File: config.mk
export PLATFORM = sky130hd
export DESIGN_NAME = rmp_front
export DESIGN_NICKNAME = d
export VERILOG_FILES = /design/src/rtl/core/rmp_pkg.sv /design/src/rtl/core/rmp_front.sv
export SDC_FILE = /design/constraint.sdc
export NUM_CORES = 1
export LEC_CHECK = 0
export BUFFER_PORTS_ARGS = -buffer_cell sky130_fd_sc_hd__clkbuf_2
export CORE_MARGIN = 5
export CORE_UTILIZATION = 53
export DETAILED_ROUTE_END_ITERATION = 7
export PLACE_DENSITY = 0.77
export SYNTH_ARGS = -nofsm -noshare
export SYNTH_HDL_FRONTEND = slang
export SYNTH_SLANG_ARGS = --single-unit
File: constraint.sdc
create_clock -name clk_i -period 4.15 [get_ports clk_i]
set_clock_uncertainty 0.15 [all_clocks]
set_input_delay 0.415 -clock clk_i [delete_from_list [all_inputs] [get_ports clk_i]]
set_output_delay 0.415 -clock clk_i [all_outputs]
set_load 0.03 [all_outputs]
File: src/rtl/core/rmp_pkg.sv
package rmp_pkg;

  localparam int MaxWidthDef = 4096;
  localparam int BlockUnit   = 5;
  localparam int LevelMax    = 10;
  localparam int QueueDepth  = 4;

  localparam int LevelW   = 4;
  localparam int ImgWidthW = 13;
  localparam int CoordW   = 12;
  localparam int PhaseW   = 6;
  localparam int CfgIdxW  = 3;
  localparam int CfgDataW = 13;

  typedef enum logic [CfgIdxW-1:0] {
    REG_LEVEL  = 3'd0,
    REG_WIDTH  = 3'd1,
    REG_X_LOW  = 3'd2,
    REG_X_HIGH = 3'd3,
    REG_Y_LOW  = 3'd4,
    REG_Y_HIGH = 3'd5
  } reg_idx_e;

  typedef struct packed {
    logic [7:0] red;
    logic [7:0] green;
    logic [7:0] blue;
  } pixel_t;

  // block edge in pixels, level clamped to 1..10
  function automatic logic [PhaseW-1:0] block_edge(input logic [LevelW-1:0] level);
    logic [LevelW-1:0] lvl;
    logic [PhaseW-1:0] l6;
    lvl = level;
    if (lvl < LevelW'(1)) lvl = LevelW'(1);
    if (lvl > LevelW'(LevelMax)) lvl = LevelW'(LevelMax);
    l6 = PhaseW'(lvl);
    return (l6 << 2) + l6;
  endfunction

endpackage

File: src/rtl/core/rmp_front.sv
module rmp_front import rmp_pkg::*; #(
  parameter int MaxWidth = MaxWidthDef
) (
  input  logic                          clk_i,
  input  logic                          rst_ni,
  input  logic                          cfg_valid_i,
  input  logic [CfgIdxW-1:0]            cfg_index_i,
  input  logic [CfgDataW-1:0]           cfg_data_i,
  input  logic                          accept_i,
  input  pixel_t                        pixel_i,
  input  logic                          frame_start_i,
  output pixel_t                        pixel_o,
  output logic                          inside_o,
  output logic                          wr_o,
  output logic [$clog2(MaxWidth)-1:0]   col_o,
  output logic [$clog2(MaxWidth)-1:0]   anchor_o,
  output logic                          last_o
);

  localparam int ColW = $clog2(MaxWidth);
  localparam int WidW = (ColW + 1 > ImgWidthW) ? ColW + 1 : ImgWidthW;
  localparam int XW   = (ColW > CoordW) ? ColW : CoordW;

  logic [LevelW-1:0]    level_q;
  logic [ImgWidthW-1:0] img_width_q;
  logic [CoordW-1:0]    x_low_q, x_high_q, y_low_q, y_high_q;

  logic [ColW-1:0]   col_q, col_d, col;
  logic [CoordW-1:0] row_q, row_d, row;
  logic [PhaseW-1:0] cph_q, cph_d, cph, rph_q, rph_d, rph;
  logic [PhaseW-1:0] edge_len;
  logic [WidW-1:0]   width_raw, width;
  logic              last;

  function automatic logic [PhaseW-1:0] next_phase(input logic [PhaseW-1:0] p,
                                                   input logic [PhaseW-1:0] e);
    return ({1'b0, p} + (PhaseW+1)'(1) >= {1'b0, e}) ? '0 : p + PhaseW'(1);
  endfunction

  always_ff @(posedge clk_i or negedge rst_ni) begin
    if (!rst_ni) begin
      level_q     <= LevelW'(1);
      img_width_q <= ImgWidthW'(640);
      x_low_q     <= '0;
      x_high_q    <= '1;
      y_low_q     <= '0;
      y_high_q    <= '1;
    end else if (cfg_valid_i) begin
      case (reg_idx_e'(cfg_index_i))
        REG_LEVEL:  level_q     <= cfg_data_i[LevelW-1:0];
        REG_WIDTH:  img_width_q <= cfg_data_i[ImgWidthW-1:0];
        REG_X_LOW:  x_low_q     <= cfg_data_i[CoordW-1:0];
        REG_X_HIGH: x_high_q    <= cfg_data_i[CoordW-1:0];
        REG_Y_LOW:  y_low_q     <= cfg_data_i[CoordW-1:0];
        REG_Y_HIGH: y_high_q    <= cfg_data_i[CoordW-1:0];
        default: ;
      endcase
    end
  end

  // frame start clears position before this pixel is classified
  always_comb begin
    col = frame_start_i ? '0 : col_q;
    row = frame_start_i ? '0 : row_q;
    cph = frame_start_i ? '0 : cph_q;
    rph = frame_start_i ? '0 : rph_q;

    edge_len  = block_edge(level_q);
    width_raw = WidW'(img_width_q);
    if (width_raw == '0) width = WidW'(1);
    else if (width_raw > WidW'(MaxWidth)) width = WidW'(MaxWidth);
    else width = width_raw;

    last = (WidW'(col) + WidW'(1) >= width);

    inside_o = (XW'(col) >= XW'(x_low_q)) && (XW'(col) <= XW'(x_high_q))
            && (row >= y_low_q) && (row <= y_high_q);
    anchor_o = (ColW'(cph) <= col) ? col - ColW'(cph) : '0;
    wr_o     = (rph == '0);
    col_o    = col;
    last_o   = last;
    pixel_o  = pixel_i;

    if (last) begin
      col_d = '0;
      cph_d = '0;
      row_d = row + CoordW'(1);
      rph_d = next_phase(rph, edge_len);
    end else begin
      col_d = col + ColW'(1);
      cph_d = next_phase(cph, edge_len);
      row_d = row;
      rph_d = rph;
    end
  end

  always_ff @(posedge clk_i or negedge rst_ni) begin
    if (!rst_ni) begin
      col_q <= '0;
      row_q <= '0;
      cph_q <= '0;
      rph_q <= '0;
    end else if (accept_i) begin
      col_q <= col_d;
      row_q <= row_d;
      cph_q <= cph_d;
      rph_q <= rph_d;
    end
  end

endmodule

# After elaboration in Yosys (flattened, before gate mapping)
# Index checks and enable logic that the tools add are counted.
word_totals:
  reg_bits: 101
  latch_bits: 0
  mem_bits_rw: 0
  mem_bits_ro: 0
  in_bits: 45
  out_inout_bits: 51
  word_cells: 62
  mem_count: 0
op_classes:
  add_sub_neg: 9
  mul: 0
  div_mod_pow: 0
  n_lt_le_gt_ge: 11
  eq_ne: 5
  n_shift: 0
  muxes: 15
  bitwise: 0
  n_reduce_logical: 12
ops:
  columns: ["op", "n"]
  rows:
  - ["$mux W12", 5]
  - ["$mux W6", 6]
  - ["$mux W13", 2]
  - ["$add A12 B1 Y12 const B", 2]
  - ["$ge A12 B12 Y1", 2]
  - ["$le A12 B12 Y1", 2]
  - ["$add A6 B1 Y7 const B", 2]
  - ["$ge A7 B6 Y1", 2]
  - ["$add A12 B1 Y13 const B", 1]
  - ["$ge A13 B13 Y1", 1]
  - ["$gt A13 B13 Y1 const B", 1]
  - ["$logic_not A13 Y1", 1]
  - ["$add A6 B1 Y6 const B", 2]
  - ["$le A6 B12 Y1", 1]
  - ["$reduce_and A2 Y1", 6]
  - ["$sub A12 B6 Y12", 1]
  - ["$mux W4", 2]
  - ["$add A6 B4 Y6", 1]
  - ["$eq A3 B2 Y1 const B", 2]
  - ["$eq A3 B3 Y1 const B", 2]
  - ["$logic_not A6 Y1", 1]
  - ["$gt A4 B4 Y1 const B", 1]
  - ["$lt A4 B1 Y1 const B", 1]
  - ["$eq A3 B1 Y1 const B", 1]
  - ["other kinds (2)", 4]

# Logic depth before layout (Yosys ltp)
# Gate-level depths: netlist of the first run.
logic_depth:
  word_depth: 8
  depth_mapped: 22
  depth_no_buf: 17

# Least setup slack after synthesis of the first run
# Ideal clock, no wire load.
synth_timing:
  path_type: "input port to output port"
  startpoint: "input port frame_start_i"
  endpoint: "output port last_o"
  t_arrival_ns: 4.376
  path_slack_ns: -0.791
  stages: 20
  path_cell_list: "buf_6 buf_2 clkbuf_1 clkbuf_1 nor2b_1 ha_1 and4b_1 and3_1 and3_1 and3_1 and3_1 ha_1 a21oi_1 o21ai_0 a21oi_1 o31a_1 buf_2 inv_2 buf_4 buf_2"
synth_between:
  elab_chain_len: 3
synth_lines:
  columns: ["item", "line_no", "source"]
  rows:
  - ["from (decl)", "rmp_front.sv:11", "input logic frame_start_i,"]
  - ["$mux W12", "rmp_front.sv:63", "col = frame_start_i ? '0 : col_q;"]
  - ["named net col_o[1]", "rmp_front.sv:15", "output logic [$clog2(MaxWidth)-1:0] col_o,"]
  - ["$add A12 B1 Y13", "rmp_front.sv:74", "last = (WidW'(col) + WidW'(1) >= width);"]
  - ["$ge A13 B13 Y1", "rmp_front.sv:74", null]
  - ["to (decl)", "rmp_front.sv:17", "output logic last_o"]
# The timed path passes the listed nets, and every way through them passes these cells.

# Worst setup path after layout of the first run
layout_timing:
  startpoint: "register col_q[0]"
  endpoint: "output port last_o"
layout_between:
  elab_chain_len: 3
layout_lines:
  columns: ["item", "line_no", "source"]
  rows:
  - ["from (decl)", "rmp_front.sv:28", "logic [ColW-1:0] col_q, col_d, col;"]
  - ["from (signal assigned)", "rmp_front.sv:104", "col_q <= col_d;"]
  - ["$mux W12", "rmp_front.sv:63", null]
  - ["$add A12 B1 Y13", "rmp_front.sv:74", null]
  - ["$ge A13 B13 Y1", "rmp_front.sv:74", null]
# No other way between the ends.

==> results_dict.tcl, run 1 <==
set metrics [dict create \
    synth_top_area_share 0.257 \
    r2r_start "col_q[0]" \
    cp-start-kind "register" \
    use_met2 0.364 \
    tightest_slew_ns 1.12 \
    ys_ff_latch 101 \
    layout-drive-gt1-share 0.204 \
    finalSetupViolCount 0 \
    synth_edf_count 0 \
    yosysTopAreaCell "dfrtp_1" \
    rsz0062_at_grt "false" \
    final_nets 911 \
    syn_area_mm2 0.00719 \
    cp-end-kind "output pin" \
    ys_top_cells_by_area "dfrtp_1 26%, ha_1 15%, dfstp_2 9.9%, mux2_2 6.6%, inv_1 3.7%" \
    ys.flop_type "dfrtp_1" \
    clock.fmax_ghz 0.252 \
    max_stage_delay_ns 0.41 \
    dp_cells 945 \
    drv_slew 0 \
    syn_to_final_growth_pct 7.97 \
    status "finished, final reports clean" \
    rr_endpoint "row_q[8]" \
    cap_violations 0 \
    crit_required_ns 3.59 \
    yosysUniqueCellTypes 62 \
    core_area_mm2 0.0133 \
    route.detailed.drc 0 \
    numCtsBuffers 9 \
    power_leakage_uw 0.00384 \
    p_per_area_mw_per_mm2 420 \
    crit_top_cell "and3_1" \
    start_util 0.541 \
    synth_most_common_cell "ha_1" \
    cts_hold_buf 0 \
    grt_max_degree 70 \
    crit_arrival_ns 3.41 \
    track_usage 0.223 \
    finalNonFillerCells 961 \
    vias 5666 \
    worstPathCellList "nand2b_1, inv_1, ha_4, and4b_1, and3_1, and3_1, and3_4, and3_1, ha_1, nand4_1, o31a_1, inv_4, clkbuf_2" \
    fp-row-count 42 \
    grt_first_pass_wirelength_um 29000 \
    synth_warnings 0 \
    clock_path_buffers 2 \
    peakVddDrop_mv 0.257 \
    synth_seq_area_share 0.356 \
    initialDrtViolationCount 451 \
    clk_pin_slew_worst_paths_ns 0.07 \
    syn-num-nets 893 \
    post-place-ws_ns 0.212 \
    fin_crit_sh 0.957 \
    placedInstanceArea_mm2 0.00746 \
    wirelength_um 17500 \
    syn_area_per_cell_um2 9.44 \
    worstSetupEndpoint "last_o" \
    htree_levels 3 \
    gr-total-overflow 0 \
    holdWs_ns 0.0155 \
    cts_setup_buffers 0 \
    diodes 0 \
    period_needed_ns 3.97 \
    netlist_top_cells_count "84 x ha_1, 74 x dfrtp_1, 71 x inv_1" \
    slowest_stage "dfrtp_1" \
    use_met3 0.0525 \
    cts_root_buf "clkbuf_16" \
    startpoint "col_q[0]" \
    min_path_type "input port to asynchronous set/reset pin" \
    numPortBuffers 47 \
    async_reset_ff_frac 1.00 \
    die_w_um 126 \
    design_area_mm2 0.00776 \
    insertion_delay_ns 0.37 \
    drtAntennaViolNets 0 \
    drt-pass1-iter-count 5 \
    grt_antenna_before_repair 0 \
    place_congestion 0.929 \
    path_class "register to output pin" \
    grt-busiest-layer "met2" \
    reg2reg_slack_ns 0.47 \
    cts_tree "built" \
    synthCells 762 \
    fp.dieH_um 126 \
    wl_per_cell_um 18.2 \
    r2r.worst_path.cells 15 \
    met1_usage 0.293 \
    setup_slack_ns 0.180 \
    place_hpwl_um 13100 \
    ios 96 \
    timing.slew.headroom 0.254 \
    cp_max_fo 21 \
    cts_sinks 101 \
    vias_per_cell 5.90 \
    design.die.area_mm2 0.0160 \
    grt_pass1_vias 5902 \
    hold_viol_final 0 \
]
==> flip-flops by register name (all words and copies together) (netlist names) <==
signal and count:
level_q 4, cph_q 6, row_q 12, col_q 12, y_low_q 12, x_high_q 12
rph_q 6, y_high_q 12, img_width_q 13, x_low_q 12
==> what timing repair did <==
action,in CTS,in global routing
setup endpoints to repair,0,13
resized for setup,0,5
hold endpoints to repair,0,0
==> metal layers <==
| metal | vias to the layer above | share of wire |
|---|---|---|
| li1 | 2690 | - |
| met1 | 2744 | 0.43 |
| met2 | 176 | 0.48 |
| met3 | 56 | 0.067 |
| met4 | 0 | 0.023 |
| met5 | - | 0 |
==> worst min-delay path by stage <==
stage,from,endpoint,slack (ns),cells past startpoint
4_1_cts,rst_ni,x_low_q[7],0.05,1
2_1_floorplan,rst_ni,col_q[0],-0.03,0
3_5_place_dp,y_low_q[0],y_low_q[0],0.36,1
5_1_grt,rst_ni,x_low_q[7],0.09,1
6_report,rst_ni,x_low_q[9],0.02,1
3_3_place_gp,x_low_q[0],x_low_q[0],0.35,1
==> placed cells by master (no fill, tap or decap), types with 10 or more instances in the layout <==
cell type / instances
nand2_1: 66
ha_1: 83
xor2_1: 12
nand4_1: 15
dfstp_2: 27
a21oi_1: 28
nor2b_1: 25
clkbuf_2: 46
nor2_1: 26
nand2b_1: 22
inv_1: 71
o21ai_0: 51
buf_4: 12
mux2_2: 42
nand3_1: 22
o2bb2ai_1: 17
dfrtp_1: 74
xnor2_1: 10
a21o_1: 15
==> cell type report <==
| class | instances | area [µm²] |
|---|---|---|
| fill | 1120 | 5530 |
| multi-input combinational | 538 | 4100 |
| sequential | 101 | 2560 |
| timing repair buffer | 58 | 320 |
| inverter | 72 | 273 |
| clock buffer | 9 | 225 |
| tap | 176 | 220 |
| clock inverter | 7 | 67.6 |
==> where the power goes <==
| part | switching (µW) | internal (µW) |
|---|---|---|
| clock network | 417 | 421 |
| registers | 102 | 1180 |
| logic | 693 | 448 |
==> critical path, delay by kind of cell (launching register included) <==
kind,cells,cell delay (ns)
buffers and inverters,3,0.57
adders and majority gates,2,0.48
DFF,1,0.41
AOI/OAI and AO/OA,1,0.37
and+or+nand+nor,7,1.20
==> kinds of logic (layout without fill, tap and decap cells) <==
logic type | count (synthesis) | in the layout | share of synthesized area
xor gates and xnor gates | 23 | 23 | 0.0291
buffers and inverters | 123 | 146 | 0.0799
AOI/OAI and AO/OA | 156 | 156 | 0.142
adders and majority gates | 88 | 88 | 0.154
DFF | 101 | 101 | 0.356
and+or+nand+nor | 221 | 221 | 0.160
muxes | 50 | 50 | 0.0776
==> per-stage QoR <==
step	util	total power (µW)	setup TNS [ns]
2_1_floorplan	-	2150	-0.144
3_3_place_gp	0.561	2350	0
3_5_place_dp	0.561	2430	0
4_1_cts	0.583	3270	0
5_1_grt	0.584	3480	0
6_report	0.584	3260	0
Note: power is estimated with default switching activity, not from simulation.
==> run 2: changes to the inputs <==
--- a/config.mk
+++ b/config.mk
@@ -9,7 +9,7 @@
 export CORE_MARGIN = 5
 export CORE_UTILIZATION = 53
 export DETAILED_ROUTE_END_ITERATION = 7
-export PLACE_DENSITY = 0.77
+export PLACE_DENSITY = 0.84
 export SYNTH_ARGS = -nofsm -noshare
 export SYNTH_HDL_FRONTEND = slang
 export SYNTH_SLANG_ARGS = --single-unit
==> run 2 against run 1 <==
Net effect: first-iteration DRC count is 27% higher; sequential share of layout area down 0.16 points; non-clock buffer count grew 6; combinational power hardly changed; routed wire length is 5.2% lower; clock power shrank 0.5%; die area unchanged; setup slack worse by 0.028 ns; global-route usage decreased by 1.2 points; flip-flop and latch count unchanged; via count down 0.21%; worst hold slack improved by 0.13 ns; critical path type unchanged.
==> results_dict.tcl, run 2 (synthesis results as in run 1) <==
set metrics [dict create \
    cp-start-kind "register" \
    hold_depth 3 \
    drt-pass1-iter-count 5 \
    cts_hold_buf 1 \
    place_hpwl_um 12600 \
    min_to "img_width_q[12]" \
    worstPathCellList "nand2b_1, inv_1, ha_4, and4b_1, and3_1, and3_1, and3_4, and3_1, ha_1, nand4_1, o31a_1, inv_2, clkbuf_2" \
    drtAntennaViolNets 0 \
    p_per_area_mw_per_mm2 415 \
    numPortBuffers 47 \
    wl_per_cell_um 17.2 \
    rr_endpoint "col_q[10]" \
    start_util 0.541 \
    diodes 0 \
    largest_reg_flops 13 \
    design.die.area_mm2 0.0160 \
    cts_root_buf "clkbuf_16" \
    grt_pass1_vias 5466 \
    min_path_type "input port to register" \
    crit_family "simple AND/OR/NAND/NOR gates" \
    numCtsBuffers 9 \
    layout-drive-gt1-share 0.206 \
    cp-end-kind "output pin" \
    finalSetupViolCount 0 \
    p_clk_frac 0.258 \
    route.detailed.drc 0 \
    path_buf_inv 3 \
    grt_max_degree 48 \
    clock.fmax_ghz 0.250 \
    final_nets 917 \
    drv_slew 0 \
    ios 96 \
    p_seq_frac 0.398 \
    htree_levels 3 \
    core_area_mm2 0.0133 \
    cts_sinks 101 \
    cts_setup_buffers 0 \
    cp_max_fo 15 \
    holdWs_ns 0.149 \
    syn_to_final_growth_pct 8.51 \
    cts_tree "built" \
    crit_required_ns 3.59 \
    rsz0062_at_grt "false" \
    n_fill_cell 1086 \
    gr-total-overflow 0 \
    p_int_uw 2090 \
    cts-resized-gates 0 \
    cp.depth 13 \
    cap_violations 0 \
    net-switching-power_uw 1150 \
    r2r.worst_path.cells 16 \
    place_congestion 0.914 \
    status "finished, final reports clean" \
    crit_top_cell "and3_1" \
    die_w_um 126 \
    ff_latch_area_mm2 0.00256 \
    p_sw_frac 0.356 \
    wirelength_um 16600 \
    grt_antenna_before_repair 0 \
    vias_per_cell 5.85 \
    crit_arrival_ns 3.43 \
    path_class "register to output pin" \
    regMostFlops "img_width_q" \
    power_leakage_uw 0.00388 \
    slowest_stage "dfrtp_1" \
    grt_first_pass_wirelength_um 27600 \
    fin_crit_sh 0.963 \
    clk_pin_slew_worst_paths_ns 0.07 \
    peakVddDrop_mv 0.296 \
    insertion_delay_ns 0.34 \
    final_cell_mix "83 x ha_1, 74 x dfrtp_1, 71 x inv_1, 66 x nand2_1, 51 x o21ai_0" \
    timing.slew.headroom 0.359 \
    vias 5654 \
    fp.dieH_um 126 \
    clock_path_buffers 2 \
    r2r_start "col_q[0]" \
    track_usage 0.211 \
    reg2reg_slack_ns 0.49 \
    min_from "cfg_data_i[12]" \
    initialDrtViolationCount 574 \
    fp-row-count 42 \
    hold_viol_final 0 \
    combinationalPowerShare 0.345 \
    multi_input_area_mm2 0.00409 \
    final_common_cell "ha_1" \
    tightest_slew_ns 0.959 \
    fin_util 0.587 \
    period_needed_ns 4.00 \
    max_stage_delay_ns 0.42 \
]
## run 2: power groups by stage
stage	logic (µW)	registers (µW)	clock network, µW
CTS	1120	1280	845
finish	1120	1290	834
detailed placement	1110	1300	0
global placement	1070	1290	0
global route	1250	1300	896
floorplan	883	1270	0
## run 2: layout make-up
cell class,instances,share of cell area
Inverter,72,0.0346
Clock inverter,4,0.00385
Tap cell,176,0.0282
Multi-Input combinational cell,538,0.524
Sequential cell,101,0.328
Clock buffer,12,0.0342
Timing Repair Buffer,64,0.0471
## run 2: worst reg2reg max path: stages, from the launching register on
cell	delay, ns
dfrtp_1	0.42
nand2b_1	0.11
inv_1	0.09
ha_4	0.18
and4b_1	0.20
and3_1	0.20
and3_1	0.19
and3_4	0.20
and3_1	0.17
ha_1	0.32
nand4_1	0.13
o31a_1	0.34
inv_2	0.27
buf_4	0.25
nor3_1	0.06
o21ai_0	0.15
o21ai_0	0.11
## run 2: worst max-delay path by stage
stage / from / endpoint / slack, ns
after floorplan: frame_start_i / last_o / -0.14
after global placement: frame_start_i / last_o / 0.41
after detailed placement: frame_start_i / last_o / 0.32
after CTS: col_q[0] / last_o / 0.16
after global routing: col_q[0] / last_o / 0.02
final: col_q[0] / last_o / 0.15
## run 2: per-stage QoR
stage | worst slack [ns] | power [µW] | setup TNS [ns] | instances | cell area [µm²]
6_report | 0.152 | 3240 | 0 | 967 | 7800
5_1_grt | 0.0156 | 3450 | 0 | 967 | 7800
4_1_cts | 0.160 | 3250 | 0 | 967 | 7800
3_5_place_dp | 0.323 | 2410 | 0 | 950 | 7500
3_3_place_gp | 0.413 | 2360 | 0 | 950 | 7500
2_1_floorplan | -0.144 | 2150 | -0.144 | 762 | 7230
## run 2: metal layers
metal  up-vias  part of all wire  track usage
met3        22             0.065       0.0336
met4         0             0.016       0.0612
met5         -                 0            0
met1      2739              0.45        0.298
li1       2708                 -            -
met2       185              0.47        0.337
