### src/rtl/core/rmp_pkg.sv
package rmp_pkg;

  localparam int MaxWidthDef = 4096;
  localparam int BlockUnit   = 5;
  localparam int LevelMax    = 10;
  localparam int QueueDepth  = 4;

  localparam int LevelW   = 4;
  localparam int ImgWidthW = 13;
  localparam int CoordW   = 12;
  localparam int PhaseW   = 6;
  localparam int CfgIdxW  = 3;
  localparam int CfgDataW = 13;

  typedef enum logic [CfgIdxW-1:0] {
    REG_LEVEL  = 3'd0,
    REG_WIDTH  = 3'd1,
    REG_X_LOW  = 3'd2,
    REG_X_HIGH = 3'd3,
    REG_Y_LOW  = 3'd4,
    REG_Y_HIGH = 3'd5
  } reg_idx_e;

  typedef struct packed {
    logic [7:0] red;
    logic [7:0] green;
    logic [7:0] blue;
  } pixel_t;

  // block edge in pixels, level clamped to 1..10
  function automatic logic [PhaseW-1:0] block_edge(input logic [LevelW-1:0] level);
    logic [LevelW-1:0] lvl;
    logic [PhaseW-1:0] l6;
    lvl = level;
    if (lvl < LevelW'(1)) lvl = LevelW'(1);
    if (lvl > LevelW'(LevelMax)) lvl = LevelW'(LevelMax);
    l6 = PhaseW'(lvl);
    return (l6 << 2) + l6;
  endfunction

endpackage

### src/rtl/core/rmp_fifo.sv
module rmp_fifo import rmp_pkg::*; #(
  parameter int Width = 8,
  parameter int Depth = QueueDepth
) (
  input  logic                         clk_i,
  input  logic                         rst_ni,
  input  logic                         push_i,
  input  logic [Width-1:0]             data_i,
  input  logic                         pop_i,
  output logic [Width-1:0]             data_o,
  output logic                         full_o,
  output logic                         empty_o,
  output logic [$clog2(Depth+1)-1:0]   count_o
);

  localparam int AddrW = $clog2(Depth);
  localparam int CntW  = $clog2(Depth+1);

  logic [Width-1:0] slot_q [Depth];
  logic [AddrW-1:0] wr_ptr_q, wr_ptr_d, rd_ptr_q, rd_ptr_d;
  logic [CntW-1:0]  count_q, count_d;

  always_comb begin
    wr_ptr_d = push_i ? wr_ptr_q + AddrW'(1) : wr_ptr_q;
    rd_ptr_d = pop_i ? rd_ptr_q + AddrW'(1) : rd_ptr_q;
    count_d  = count_q;
    if (push_i && !pop_i) count_d = count_q + CntW'(1);
    else if (!push_i && pop_i) count_d = count_q - CntW'(1);
  end

  always_ff @(posedge clk_i or negedge rst_ni) begin
    if (!rst_ni) begin
      wr_ptr_q <= '0;
      rd_ptr_q <= '0;
      count_q  <= '0;
    end else begin
      wr_ptr_q <= wr_ptr_d;
      rd_ptr_q <= rd_ptr_d;
      count_q  <= count_d;
    end
  end

  always_ff @(posedge clk_i) begin
    if (push_i) slot_q[wr_ptr_q] <= data_i;
  end

  assign data_o  = slot_q[rd_ptr_q];
  assign full_o  = (count_q == CntW'(Depth));
  assign empty_o = (count_q == '0);
  assign count_o = count_q;

endmodule

### config.mk
export PLATFORM = sky130hd
export DESIGN_NAME = rmp_fifo
export DESIGN_NICKNAME = d
export VERILOG_FILES = /design/src/rtl/core/rmp_pkg.sv /design/src/rtl/core/rmp_fifo.sv
export SDC_FILE = /design/constraint.sdc
export NUM_CORES = 1
export LEC_CHECK = 0
export CAP_MARGIN = 20
export CORE_ASPECT_RATIO = 1.5
export CORE_MARGIN = 5
export CORE_UTILIZATION = 60
export DETAILED_ROUTE_END_ITERATION = 10
export DONT_BUFFER_PORTS = 1
export PLACE_DENSITY = 0.76
export SLEW_MARGIN = 25
export SYNTH_ARGS = -nofsm -noshare
export SYNTH_HDL_FRONTEND = slang
export SYNTH_SLANG_ARGS = --single-unit
### constraint.sdc
create_clock -name clk_i -period 1.6 [get_ports clk_i]
set_input_delay 0.32 -clock clk_i [delete_from_list [all_inputs] [get_ports clk_i]]
set_output_delay 0.32 -clock clk_i [all_outputs]
set_load 0.02 [all_outputs]
* After elaboration in Yosys (flattened, before gate mapping)
Memory sizes are Yosys's and may differ from the RTL's.
Index checks and enable logic that the tools add are counted.
** Storage, ports and cells
- Bits in registers :: 7
- Memory bits (writable) :: 32
- Output and inout port bits :: 13
- Logic and storage cells :: 19
- Memories kept :: 1
** Cells by class
- $add $sub $neg :: 4
- Eq/ne operators :: 1
- Multiplexer cells :: 4
- Reductions and logical operators :: 6
** Memory list
- slot_q :: words 4, bits a word 8, rd ports 1, clocked after Yosys merged registers in 0, wr ports 1, RTL line rmp_fifo.sv:19 : logic [Width-1:0] slot_q [Depth];
** Operator list (number)
- $mux 3 :: 2
- $add 2x1->2 const B :: 2
- $add 3x1->3 const B :: 1
- $eq 3x3->1 const B :: 1
- $logic_not 3->1 :: 1
- $sub 3x1->3 const B :: 1
- $logic_and 1x1->1 :: 2
- $logic_not 1->1 :: 2
- $mux 1 :: 2
- $reduce_bool 2->1 :: 1

* Depth between registers and ports, before layout
Gate-level depths: netlist of run 1.
- Depth after elaboration :: 4
- Gate-level depth with buffers :: 7
- Mapped depth without buffers :: 7

* Worst setup path after synthesis of run 1
Ideal clock, no wire load.
- Path type :: register to register
- From :: register count_q[0] (netlist: count_o[0])
- To :: register count_q[2] (netlist: count_o[2])
- Data arrival time :: 1341 ps
- Required time :: 1520 ps
- Path slack :: 179 ps
- Stages on the path, launching flop included :: 5
- Buffers on the path :: 0
- Period minus slack after synthesis :: 1421 ps
- Cells stage by stage :: dfrtp_1 > fa_1 > xor2_1 > nor2_1 > xor2_1
** Between the ends
- Word-level cells in the longest chain between the ends :: 3
** RTL lines
- from (decl) :: RTL line rmp_fifo.sv:21 : logic [CntW-1:0] count_q, count_d;
- from (signal assigned) :: RTL line rmp_fifo.sv:39 : count_q <= count_d;
- $sub 3x1->3 :: RTL line rmp_fifo.sv:28 : else if (!push_i && pop_i) count_d = count_q - CntW'(1);
- $mux 3 :: RTL line rmp_fifo.sv:28
- $mux 3 * :: RTL line rmp_fifo.sv:27 : if (push_i && !pop_i) count_d = count_q + CntW'(1);
Every way passes the cells marked *; elsewhere a longest branch is shown, timed or not. The select of a mux whose other input is x is not followed.
A chain may end at the register's enable or synchronous reset.

* Final worst setup path of run 1
- From :: register rd_ptr_q[0]
- To :: output data_o[6]
** Between the ends
- Word-level cells in the longest chain between the ends :: 1
** RTL lines
- from (decl) :: RTL line rmp_fifo.sv:20 : logic [AddrW-1:0] wr_ptr_q, wr_ptr_d, rd_ptr_q, rd_ptr_d;
- from (signal assigned) :: RTL line rmp_fifo.sv:38 : rd_ptr_q <= rd_ptr_d;
- $mem_v2 4x8
- to (decl) :: RTL line rmp_fifo.sv:10 : output logic [Width-1:0] data_o,
No other way between the ends.

==> impl_metrics.env, run 1 <==
export IMPL_portBuffers=0
export IMPL_critical_path_top_delay_family="multiplexers"
export IMPL_cts_buffers=5
export IMPL_worstPathMaxFanout=8
export IMPL_grt_pass1_vias=789
export IMPL_synthFlopType="edfxtp_1"
export IMPL_finalSetupViolations=8
export IMPL_p_comb_share_pct=37.7
export IMPL_end_kind="output port"
export IMPL_n_fill_cell=179
export IMPL_ys_seq_area_share_pct=73.4
export IMPL_drt_pre_antenna_iters=4
export IMPL_p_int_uw=2100
export IMPL_synth_async_sr_flop_share_pct=17.9
export IMPL_worstSetupPathType="reg -> out"
export IMPL_rows=22
export IMPL_use_met3_pct=6.98
export IMPL_postRouteAntennaNets=0
export IMPL_p_leak_uw=0.000629
export IMPL_crit_chain="buf_12, mux4_2"
export IMPL_syn_nets=94
export IMPL_cp_data_required_time_ns=1.28
export IMPL_h_tree_depth=2
export IMPL_die_w_um=51.5
export IMPL_vdd_drop_max_mv=1.28
export IMPL_switching_share_pct=34.3
export IMPL_hold_path_class="in -> reg"
export IMPL_slew_viol_final=0
export IMPL_cts_tree="built"
export IMPL_clkPwrFrac_pct=13.9
export IMPL_violations="setup timing"
export IMPL_fin_ws_ns=-0.203
export IMPL_cts_buffer_depth=2
export IMPL_clk_pin_slew_ns=0.10
export IMPL_p_total_uw=3190
export IMPL_outcome="finished with violations"
export IMPL_final_cells=116
export IMPL_drc_errors=0
export IMPL_timing_critical_path_buf_inv=1
export IMPL_clk_insertion_delay_late_ns=0.33
export IMPL_power_density_nw_per_um2=1830
export IMPL_maxCapViolCount=0
export IMPL_area_growth_pct=12.4
export IMPL_fmax_ghz=0.555
export IMPL_tightest_slew_ns=0.437
export IMPL_rsz0062_at_grt="yes"
export IMPL_yosys_area_share_xor_xnor_pct=3.40
export IMPL_ys_warn_count=0
export IMPL_netlist_instances=76
export IMPL_vias=686
export IMPL_power_switching_uw=1090
export IMPL_drtIter0Drc=11
export IMPL_num_antenna_cells=0
export IMPL_period_needed_ns=1.80
export IMPL_crit_slowest_cell="mux4_2"
export IMPL_finalHoldViolations=0
export IMPL_cpPeakStageDelay_ns=0.58
export IMPL_coreArea_um2=2480
export IMPL_wl_um=2370
export IMPL_dieArea_um2=3720
export IMPL_place_inst=103
export IMPL_initial_core_util_pct=62.5
export IMPL_hold_ws_ns=0.0625
export IMPL_io_pins=25
export IMPL_met1_usage_pct=17.0
export IMPL_use_met2_pct=26.3
export IMPL_dp_hpwl_um=1630
export IMPL_arrival_ns=1.48
export IMPL_synth_edf_count=32
export IMPL_synth_cell_types=17
export IMPL_ys_ff_latch=39
export IMPL_grt_pass1_wl_um=4070
export IMPL_top_usage_layer="met2"
export IMPL_synth_adder_area_share_pct=5.34
export IMPL_synth_compound_area_share_pct=0.323
export IMPL_place_congestion=0.680
export IMPL_synthMuxAreaShare_pct=12.4
export IMPL_avgSynthCellArea_um2=20.4
export IMPL_synthSimpleGateAreaFrac_pct=3.15
export IMPL_gr_total_overflow=0
export IMPL_synth_top_family_by_area="multiplexers"
export IMPL_post_route_period_util_pct=113
export IMPL_grt_max_degree=12
export IMPL_final_nets=109
export IMPL_seqPwrFrac_pct=48.3
export IMPL_root_buffer="clkbuf_4"
export IMPL_cp_start_kind="register"
export IMPL_cts_sinks=39
export IMPL_die_height_um=72.2
export IMPL_grt_antenna_before_repair=0
export IMPL_clock_skew_final_ns=0.00524
export IMPL_syn_area_um2=1550
export IMPL_avgViaCountPerCell=5.91
export IMPL_drt_wirelength_per_cell_um=20.4
export IMPL_grt_total_usage_pct=16.2
export IMPL_layout_drive_gt1_share_pct=28.3
export IMPL_relSlewSlack_pct=70.9
area by class of cell:
cell class / instances / area [µm²] / share of cell area, %
Clock buffer: 6 / 41.3 / 2.37
Multi-Input combinational cell: 31 / 403 / 23.2
Inverter: 4 / 15.0 / 0.863
Sequential cell: 39 / 1140 / 65.4
Timing Repair Buffer: 10 / 105 / 6.04
Clock inverter: 2 / 7.51 / 0.432
Tap cell: 24 / 30.0 / 1.73
layout by cell type, fill, tap and decap left out, types with 4 or more instances in the layout:
| cell | count |
|---|---|
| and2_1 | 4 |
| buf_4 | 4 |
| buf_6 | 4 |
| clkbuf_4 | 5 |
| dfrtp_1 | 6 |
| edfxtp_1 | 32 |
| ha_1 | 5 |
| inv_1 | 4 |
| mux4_2 | 8 |
| xor2_1 | 4 |
power by group through the flow:
| stage | clock network, µW | logic [µW] | registers, µW |
|---|---|---|---|
| global placement | 0 | 1020 | 1550 |
| finish | 444 | 1200 | 1540 |
| global route | 528 | 1300 | 1570 |
| floorplan | 0 | 818 | 1530 |
| detailed placement | 0 | 1040 | 1570 |
| CTS | 470 | 1150 | 1540 |
kinds of logic (layout without fill, tap and decap cells):
| logic type | Yosys count | count (layout) |
|---|---|---|
| buf+inv | 6 | 22 |
| xor+xnor | 6 | 6 |
| flops | 39 | 39 |
| fa+ha+maj | 6 | 6 |
| mux | 9 | 9 |
| simple gates | 9 | 9 |
| compound gates | 1 | 1 |
worst reg2reg max path, delay by kind of cell (launching register included):
kind	cells	cell delay, ns
buf+inv	1	0.14
fa+ha+maj	1	0.42
flops	1	0.40
xor+xnor	2	0.32
simple gates	1	0.11
routing by layer:
metal,share of wire (%),wire length (µm),vias up
met1,35,823,343
met2,55,1290,22
met5,0,0,-
met3,7.8,184,6
met4,2.8,66,0
li1,-,-,315
synthesized netlist by cell type (all sizes together) (2+ instances only):
cell type | number | area share, %
nand2 | 2 | 0.49
buf | 2 | 1.1
xor2 | 4 | 2.3
and2 | 4 | 1.6
xnor2 | 2 | 1.1
edfxtp | 32 | 62
mux4 | 8 | 12
inv | 4 | 0.97
dfrtp | 7 | 11
ha | 5 | 4.0
state kept, by name (all words and copies together) (netlist names):
| signal | flops |
|---|---|
| slot_q | 32 |
| rd_ptr_q | 2 |
| count_o | 3 |
| wr_ptr_q | 2 |
worst paths after layout:
path / to / start / cells after the start / slack (ns)
worst min register to register: wr_ptr_q[0]$_DFFE_PN0P_ / wr_ptr_q[0]$_DFFE_PN0P_ / 1 / 0.54
max in group asynchronous: count_o[2]$_DFFE_PN0P_ / rst_ni / 1 / 1.03
min in group asynchronous: count_o[1]$_DFFE_PN0P_ / rst_ni / 1 / 0.30
worst max-delay path: data_o[6] / rd_ptr_q[0]$_DFFE_PN0P_ / 2 / -0.20
worst max register to register: count_o[2]$_DFFE_PN0P_ / count_o[0]$_DFFE_PN0P_ / 5 / 0.14
worst min-delay path: wr_ptr_q[0]$_DFFE_PN0P_ / push_i / 1 / 0.06
per-stage QoR:
step	instance area (µm²)	setup slack [ns]	util [%]	TNS [ns]
after detailed placement	1610	0.116	65.1	0
final	1740	-0.203	70.2	-1.60
after global placement	1610	0.142	65.1	0
after global routing	1740	-0.267	70.2	-2.15
after CTS	1710	-0.220	68.9	-1.74
after floorplan	1550	0.179	-	0
what timing repair did:
action                                 CTS  global route
buffers inserted                         3             1
endpoints found under the hold margin    7             0
gates resized for setup                  4             5
hold buffers                             1             0
setup endpoints to repair               10            10
pin swaps                                0             1
No activity file was read; power rests on OpenSTA's default activity.
==> run 2: changes to the inputs <==
SKIP_LAST_GASP = 1   (was not set)
clock period = 2.2 ns   (was 1.6 ns; I/O delays follow)
==> run 2 against run 1 <==
Global-route usage fell by 1.8 points. Final area decreased by 5.8%. Cell count is 6.0% lower. Highest routed layer unchanged. Largest power group unchanged. The flow now finishes without violations.
==> impl_metrics.env, run 2 (synthesis results as in run 1) <==
export IMPL_outcome="finished, final reports clean"
export IMPL_root_buffer="clkbuf_4"
export IMPL_dp_hpwl_um=1640
export IMPL_grt_pass1_wl_um=3640
export IMPL_hold_path_class="in -> reg"
export IMPL_avgViaCountPerCell=6.04
export IMPL_timing_critical_path_buf_inv=0
export IMPL_dieArea_um2=3720
export IMPL_initial_core_util_pct=62.5
export IMPL_cp_data_required_time_ns=1.76
export IMPL_rows=22
export IMPL_drc_errors=0
export IMPL_io_pins=25
export IMPL_worstPathMaxFanout=9
export IMPL_h_tree_depth=2
export IMPL_place_inst=100
export IMPL_tightest_slew_ns=0.625
export IMPL_largest_reg_flops=32
export IMPL_finalHoldViolations=0
export IMPL_grt_pass1_vias=715
export IMPL_placed_area_um2=1580
export IMPL_place_congestion=0.657
export IMPL_multi_input_area_um2=380
export IMPL_coreArea_um2=2480
export IMPL_layout_commonest_cell="edfxtp_1"
export IMPL_layout_drive_gt1_share_pct=21.2
export IMPL_stdcell_area_um2=1640
export IMPL_finalSetupViolations=0
export IMPL_grt_max_degree=12
export IMPL_cts_buffer_depth=2
export IMPL_vias=658
export IMPL_drt_pre_antenna_iters=4
export IMPL_arrival_ns=1.51
export IMPL_period_needed_ns=1.95
export IMPL_num_antenna_cells=0
export IMPL_cts_buffers=5
export IMPL_grt_antenna_before_repair=0
export IMPL_crit_chain="mux4_2"
export IMPL_crit_slowest_cell="mux4_2"
export IMPL_final_setup_tns_ns=0
export IMPL_p_leak_uw=0.000580
export IMPL_top_register="slot_q"
export IMPL_wl_um=2270
export IMPL_power_density_nw_per_um2=1300
export IMPL_fin_ws_ns=0.251
export IMPL_gr_total_overflow=0
export IMPL_drtIter0Drc=7
export IMPL_worstSetupPathType="reg -> out"
export IMPL_end_kind="output port"
export IMPL_cts_sinks=39
export IMPL_postRouteAntennaNets=0
export IMPL_die_height_um=72.2
export IMPL_slew_viol_final=0
export IMPL_clk_pin_slew_ns=0.10
export IMPL_fmax_ghz=0.513
export IMPL_final_cell_mix="edfxtp_1, mux4_2, dfrtp_1"
export IMPL_critical_path_top_delay_family="multiplexers"
export IMPL_grt_total_usage_pct=14.4
export IMPL_final_nets=102
export IMPL_cts_setup_buffers=0
export IMPL_die_w_um=51.5
export IMPL_rrSetupSlack_ns=0.66
export IMPL_drt_wirelength_per_cell_um=20.8
export IMPL_cts_tree="built"
export IMPL_cpPeakStageDelay_ns=0.63
export IMPL_area_growth_pct=5.82
export IMPL_seq_area_um2=1140
export IMPL_rsz0062_at_grt="no"
export IMPL_n_fill_cell=174
export IMPL_clock_skew_final_ns=0.00313
export IMPL_place_ws_ns=0.423
export IMPL_final_cells=109
export IMPL_cp_start_kind="register"
export IMPL_maxCapViolCount=0
export IMPL_clk_insertion_delay_late_ns=0.33
export IMPL_relSlewSlack_pct=58.0
export IMPL_vdd_drop_max_mv=0.679
export IMPL_post_route_period_util_pct=88.6
export IMPL_portBuffers=0
[run 2: worst reg2reg max path: cells and delay by family, from the launching register on]
kind	cells	cell delay, ns
xor+xnor	2	0.33
fa+ha+maj	1	0.48
flops	1	0.53
simple gates	1	0.13
[run 2: layout make-up]
class | instances | share of cell area [%]
tap | 24 | 1.83
multi-input combinational | 31 | 23.2
clock buffer | 7 | 2.75
sequential | 39 | 69.4
clock inverter | 1 | 0.306
inverter | 4 | 0.917
timing repair buffer | 3 | 1.53
[run 2: worst paths after layout]
kind | from | to | cells past startpoint
worst max-delay path | rd_ptr_q[0]$_DFFE_PN0P_ | data_o[0] | 1
worst min-delay path | pop_i | rd_ptr_q[0]$_DFFE_PN0P_ | 1
worst max register to register | count_o[0]$_DFFE_PN0P_ | count_o[2]$_DFFE_PN0P_ | 4
worst min register to register | wr_ptr_q[0]$_DFFE_PN0P_ | wr_ptr_q[0]$_DFFE_PN0P_ | 1
max in group asynchronous | rst_ni | rd_ptr_q[0]$_DFFE_PN0P_ | 1
min in group asynchronous | rst_ni | count_o[1]$_DFFE_PN0P_ | 1
[run 2: what timing repair did]
action                                  CTS  global route
endpoints found under the hold margin     7             0
resized for setup                         0             1
hold buffers                              1             0
endpoints found under the setup margin    0             8
[run 2: through the flow]
step | hold slack, ns | util [%] | power, µW
final | 0.175 | 66.1 | 2130
after global routing | 0.147 | 66.1 | 2250
after CTS | 0.160 | 66.1 | 2160
after detailed placement | 0.145 | 63.6 | 1830
after global placement | 0.145 | 63.6 | 1790
after floorplan | 0.144 | - | 1700
[run 2: per-layer routing]
layer | track usage, % | vias up | share of wire [%]
li1 | - | 301 | -
met1 | 15.5 | 321 | 36
met2 | 22.9 | 29 | 52
met3 | 6.78 | 7 | 9.1
met5 | 0 | - | 0
met4 | 7.87 | 0 | 2.2
[run 2: power by group]
part / leakage, µW / switching, µW / internal, µW
logic: 0.000176 / 326 / 272
clock network: 0.0000293 / 206 / 125
registers: 0.000375 / 206 / 990
==> run 3: changes to the inputs <==
CORE_ASPECT_RATIO = 0.8   (was 1.5)
==> run 3 against run 2 <==
Via count increased by 2.6%. Core utilization increased by 1.6 points. Global-route usage increased by 0.84 points. Sequential power decreased by 4%. Worst hold slack improved by 0.0036 ns. Combinational power increased by 13%. Fmax increased by 2.1%. Critical path depth increased by 1. Setup slack improved by 0.041 ns. Non-clock buffer count increased by 2. Total power increased by 1.8%. Critical path type unchanged. Critical endpoint is now data_o[7].
==> impl_metrics.env, run 3 (synthesis results as in run 1) <==
export IMPL_wl_um=2350
export IMPL_avgViaCountPerCell=5.49
export IMPL_end_kind="output port"
export IMPL_layout_drive_gt1_share_pct=21.8
export IMPL_drt_wirelength_per_cell_um=19.1
export IMPL_drc_errors=0
export IMPL_rsz0062_at_grt="no"
export IMPL_clkPwrFrac_pct=15.4
export IMPL_p_total_uw=2160
export IMPL_reg2reg_depth=4
export IMPL_drt_pre_antenna_iters=4
export IMPL_outcome="finished, final reports clean"
export IMPL_cts_setup_buffers=0
export IMPL_holdCritStartpoint="push_i"
export IMPL_final_cells=123
export IMPL_p_int_uw=1410
export IMPL_hold_buffers=1
export IMPL_place_inst=114
export IMPL_switching_share_pct=34.9
export IMPL_rr_startpoint="count_o[0]$_DFFE_PN0P_"
export IMPL_rrSetupSlack_ns=0.65
export IMPL_finalHoldViolations=0
export IMPL_power_switching_uw=755
export IMPL_finalSetupViolations=0
export IMPL_hold_path_class="in -> reg"
export IMPL_coreArea_um2=2460
export IMPL_worstSetupPathType="reg -> out"
export IMPL_postRouteAntennaNets=0
export IMPL_crit_chain="buf_4, mux4_2"
export IMPL_relSlewSlack_pct=70.9
export IMPL_rows=16
export IMPL_initial_core_util_pct=62.9
export IMPL_place_ws_ns=0.568
export IMPL_dp_hpwl_um=1690
export IMPL_io_pins=25
export IMPL_slew_viol_final=0
export IMPL_cts_buffers=5
export IMPL_clock_skew_final_ns=0.00336
export IMPL_gr_total_overflow=0
export IMPL_root_buffer="clkbuf_4"
export IMPL_portBuffers=0
export IMPL_top_register="slot_q"
export IMPL_hold_depth=1
export IMPL_area_growth_pct=7.68
export IMPL_crit_slowest_cell="mux4_2"
export IMPL_tightest_slew_ns=0.436
export IMPL_layout_commonest_cell="edfxtp_1"
export IMPL_clk_pin_slew_ns=0.10
export IMPL_cts_tree="built"
export IMPL_fin_ws_ns=0.292
export IMPL_h_tree_depth=2
export IMPL_grt_max_degree=12
export IMPL_die_height_um=55.4
export IMPL_cp_start_kind="register"
export IMPL_post_route_period_util_pct=86.7
export IMPL_dieArea_um2=3700
export IMPL_cts_buffer_depth=2
export IMPL_grt_antenna_before_repair=0
export IMPL_grt_pass1_wl_um=3860
export IMPL_final_nets=104
export IMPL_drtIter0Drc=39
export IMPL_die_w_um=66.8
export IMPL_vdd_drop_max_mv=0.735
export IMPL_vias=675
export IMPL_fmax_ghz=0.524
export IMPL_worstPathMaxFanout=5
export IMPL_power_density_nw_per_um2=1300
export IMPL_cpPeakStageDelay_ns=0.59
export IMPL_period_needed_ns=1.91
export IMPL_cts_repair_resize_count=0
export IMPL_final_setup_tns_ns=0
export IMPL_grt_total_usage_pct=15.2
export IMPL_seqPwrFrac_pct=53.3
export IMPL_grt_pass1_vias=727
export IMPL_largest_reg_flops=32
export IMPL_clk_insertion_delay_late_ns=0.33
export IMPL_maxCapViolCount=0
export IMPL_hold_end="wr_ptr_q[0]$_DFFE_PN0P_"
export IMPL_arrival_ns=1.47
export IMPL_cp_data_required_time_ns=1.76
export IMPL_num_antenna_cells=0
export IMPL_p_comb_share_pct=31.3
export IMPL_cts_sinks=39
export IMPL_reg2reg_to="count_o[2]$_DFFE_PN0P_"
export IMPL_p_leak_uw=0.000591
export IMPL_place_congestion=0.700
export IMPL_final_cell_mix="edfxtp_1, mux4_2, dfrtp_1"
## run 3: cell types whose count changed in the layout (fill, tap and decap cells not counted)
cell	delta
buf_4	+2
dfrtp_1	+1
dfrtp_2	-1
## run 3: layer usage
metal / part of all wire [%] / GRT usage [%] / vias to the layer above
met5: 0 / 0 / -
met4: 2.2 / 7.83 / 0
met3: 6.6 / 7.51 / 7
met2: 49 / 22.5 / 18
met1: 42 / 18.3 / 342
li1: - / - / 308
## run 3: critical path, delay by kind of cell, from the launching register on
family	cells	cell delay, ns
buf+inv	1	0.17
flops	1	0.37
mux	1	0.59
## run 3: worst max path at each step
stage	endpoint	slack, ns	startpoint
after floorplan	count_o[2]$_DFFE_PN0P_	0.67	pop_i
after global placement	count_o[2]$_DFFE_PN0P_	0.66	pop_i
after detailed placement	count_o[2]$_DFFE_PN0P_	0.57	pop_i
after CTS	data_o[7]	0.25	rd_ptr_q[0]$_DFFE_PN0P_
after global routing	data_o[7]	0.20	rd_ptr_q[0]$_DFFE_PN0P_
final	data_o[7]	0.29	rd_ptr_q[0]$_DFFE_PN0P_
## run 3: final cells by class
cell class / count / area, µm²
Clock buffer: 7 / 45.0
Clock inverter: 1 / 5.00
Fill cell: 177 / 796
Inverter: 4 / 15.0
Multi-Input combinational cell: 31 / 380
Sequential cell: 39 / 1140
Tap cell: 36 / 45.0
Timing Repair Buffer: 5 / 40.0
## run 3: power by group through the flow
stage	combinational (µW)	sequential [µW]	clock, µW
after global placement	668	1160	0
final	677	1150	334
after floorplan	595	1110	0
after global routing	737	1180	384
after detailed placement	694	1170	0
after CTS	698	1160	350
## run 3: through the flow
step           instance area, µm²  util (%)  hold slack [ns]
2_1_floorplan                1550         -            0.144
3_3_place_gp                 1610      65.2            0.145
3_5_place_dp                 1610      65.2            0.145
4_1_cts                      1670      67.7            0.161
5_1_grt                      1670      67.7            0.143
6_report                     1670      67.7            0.179
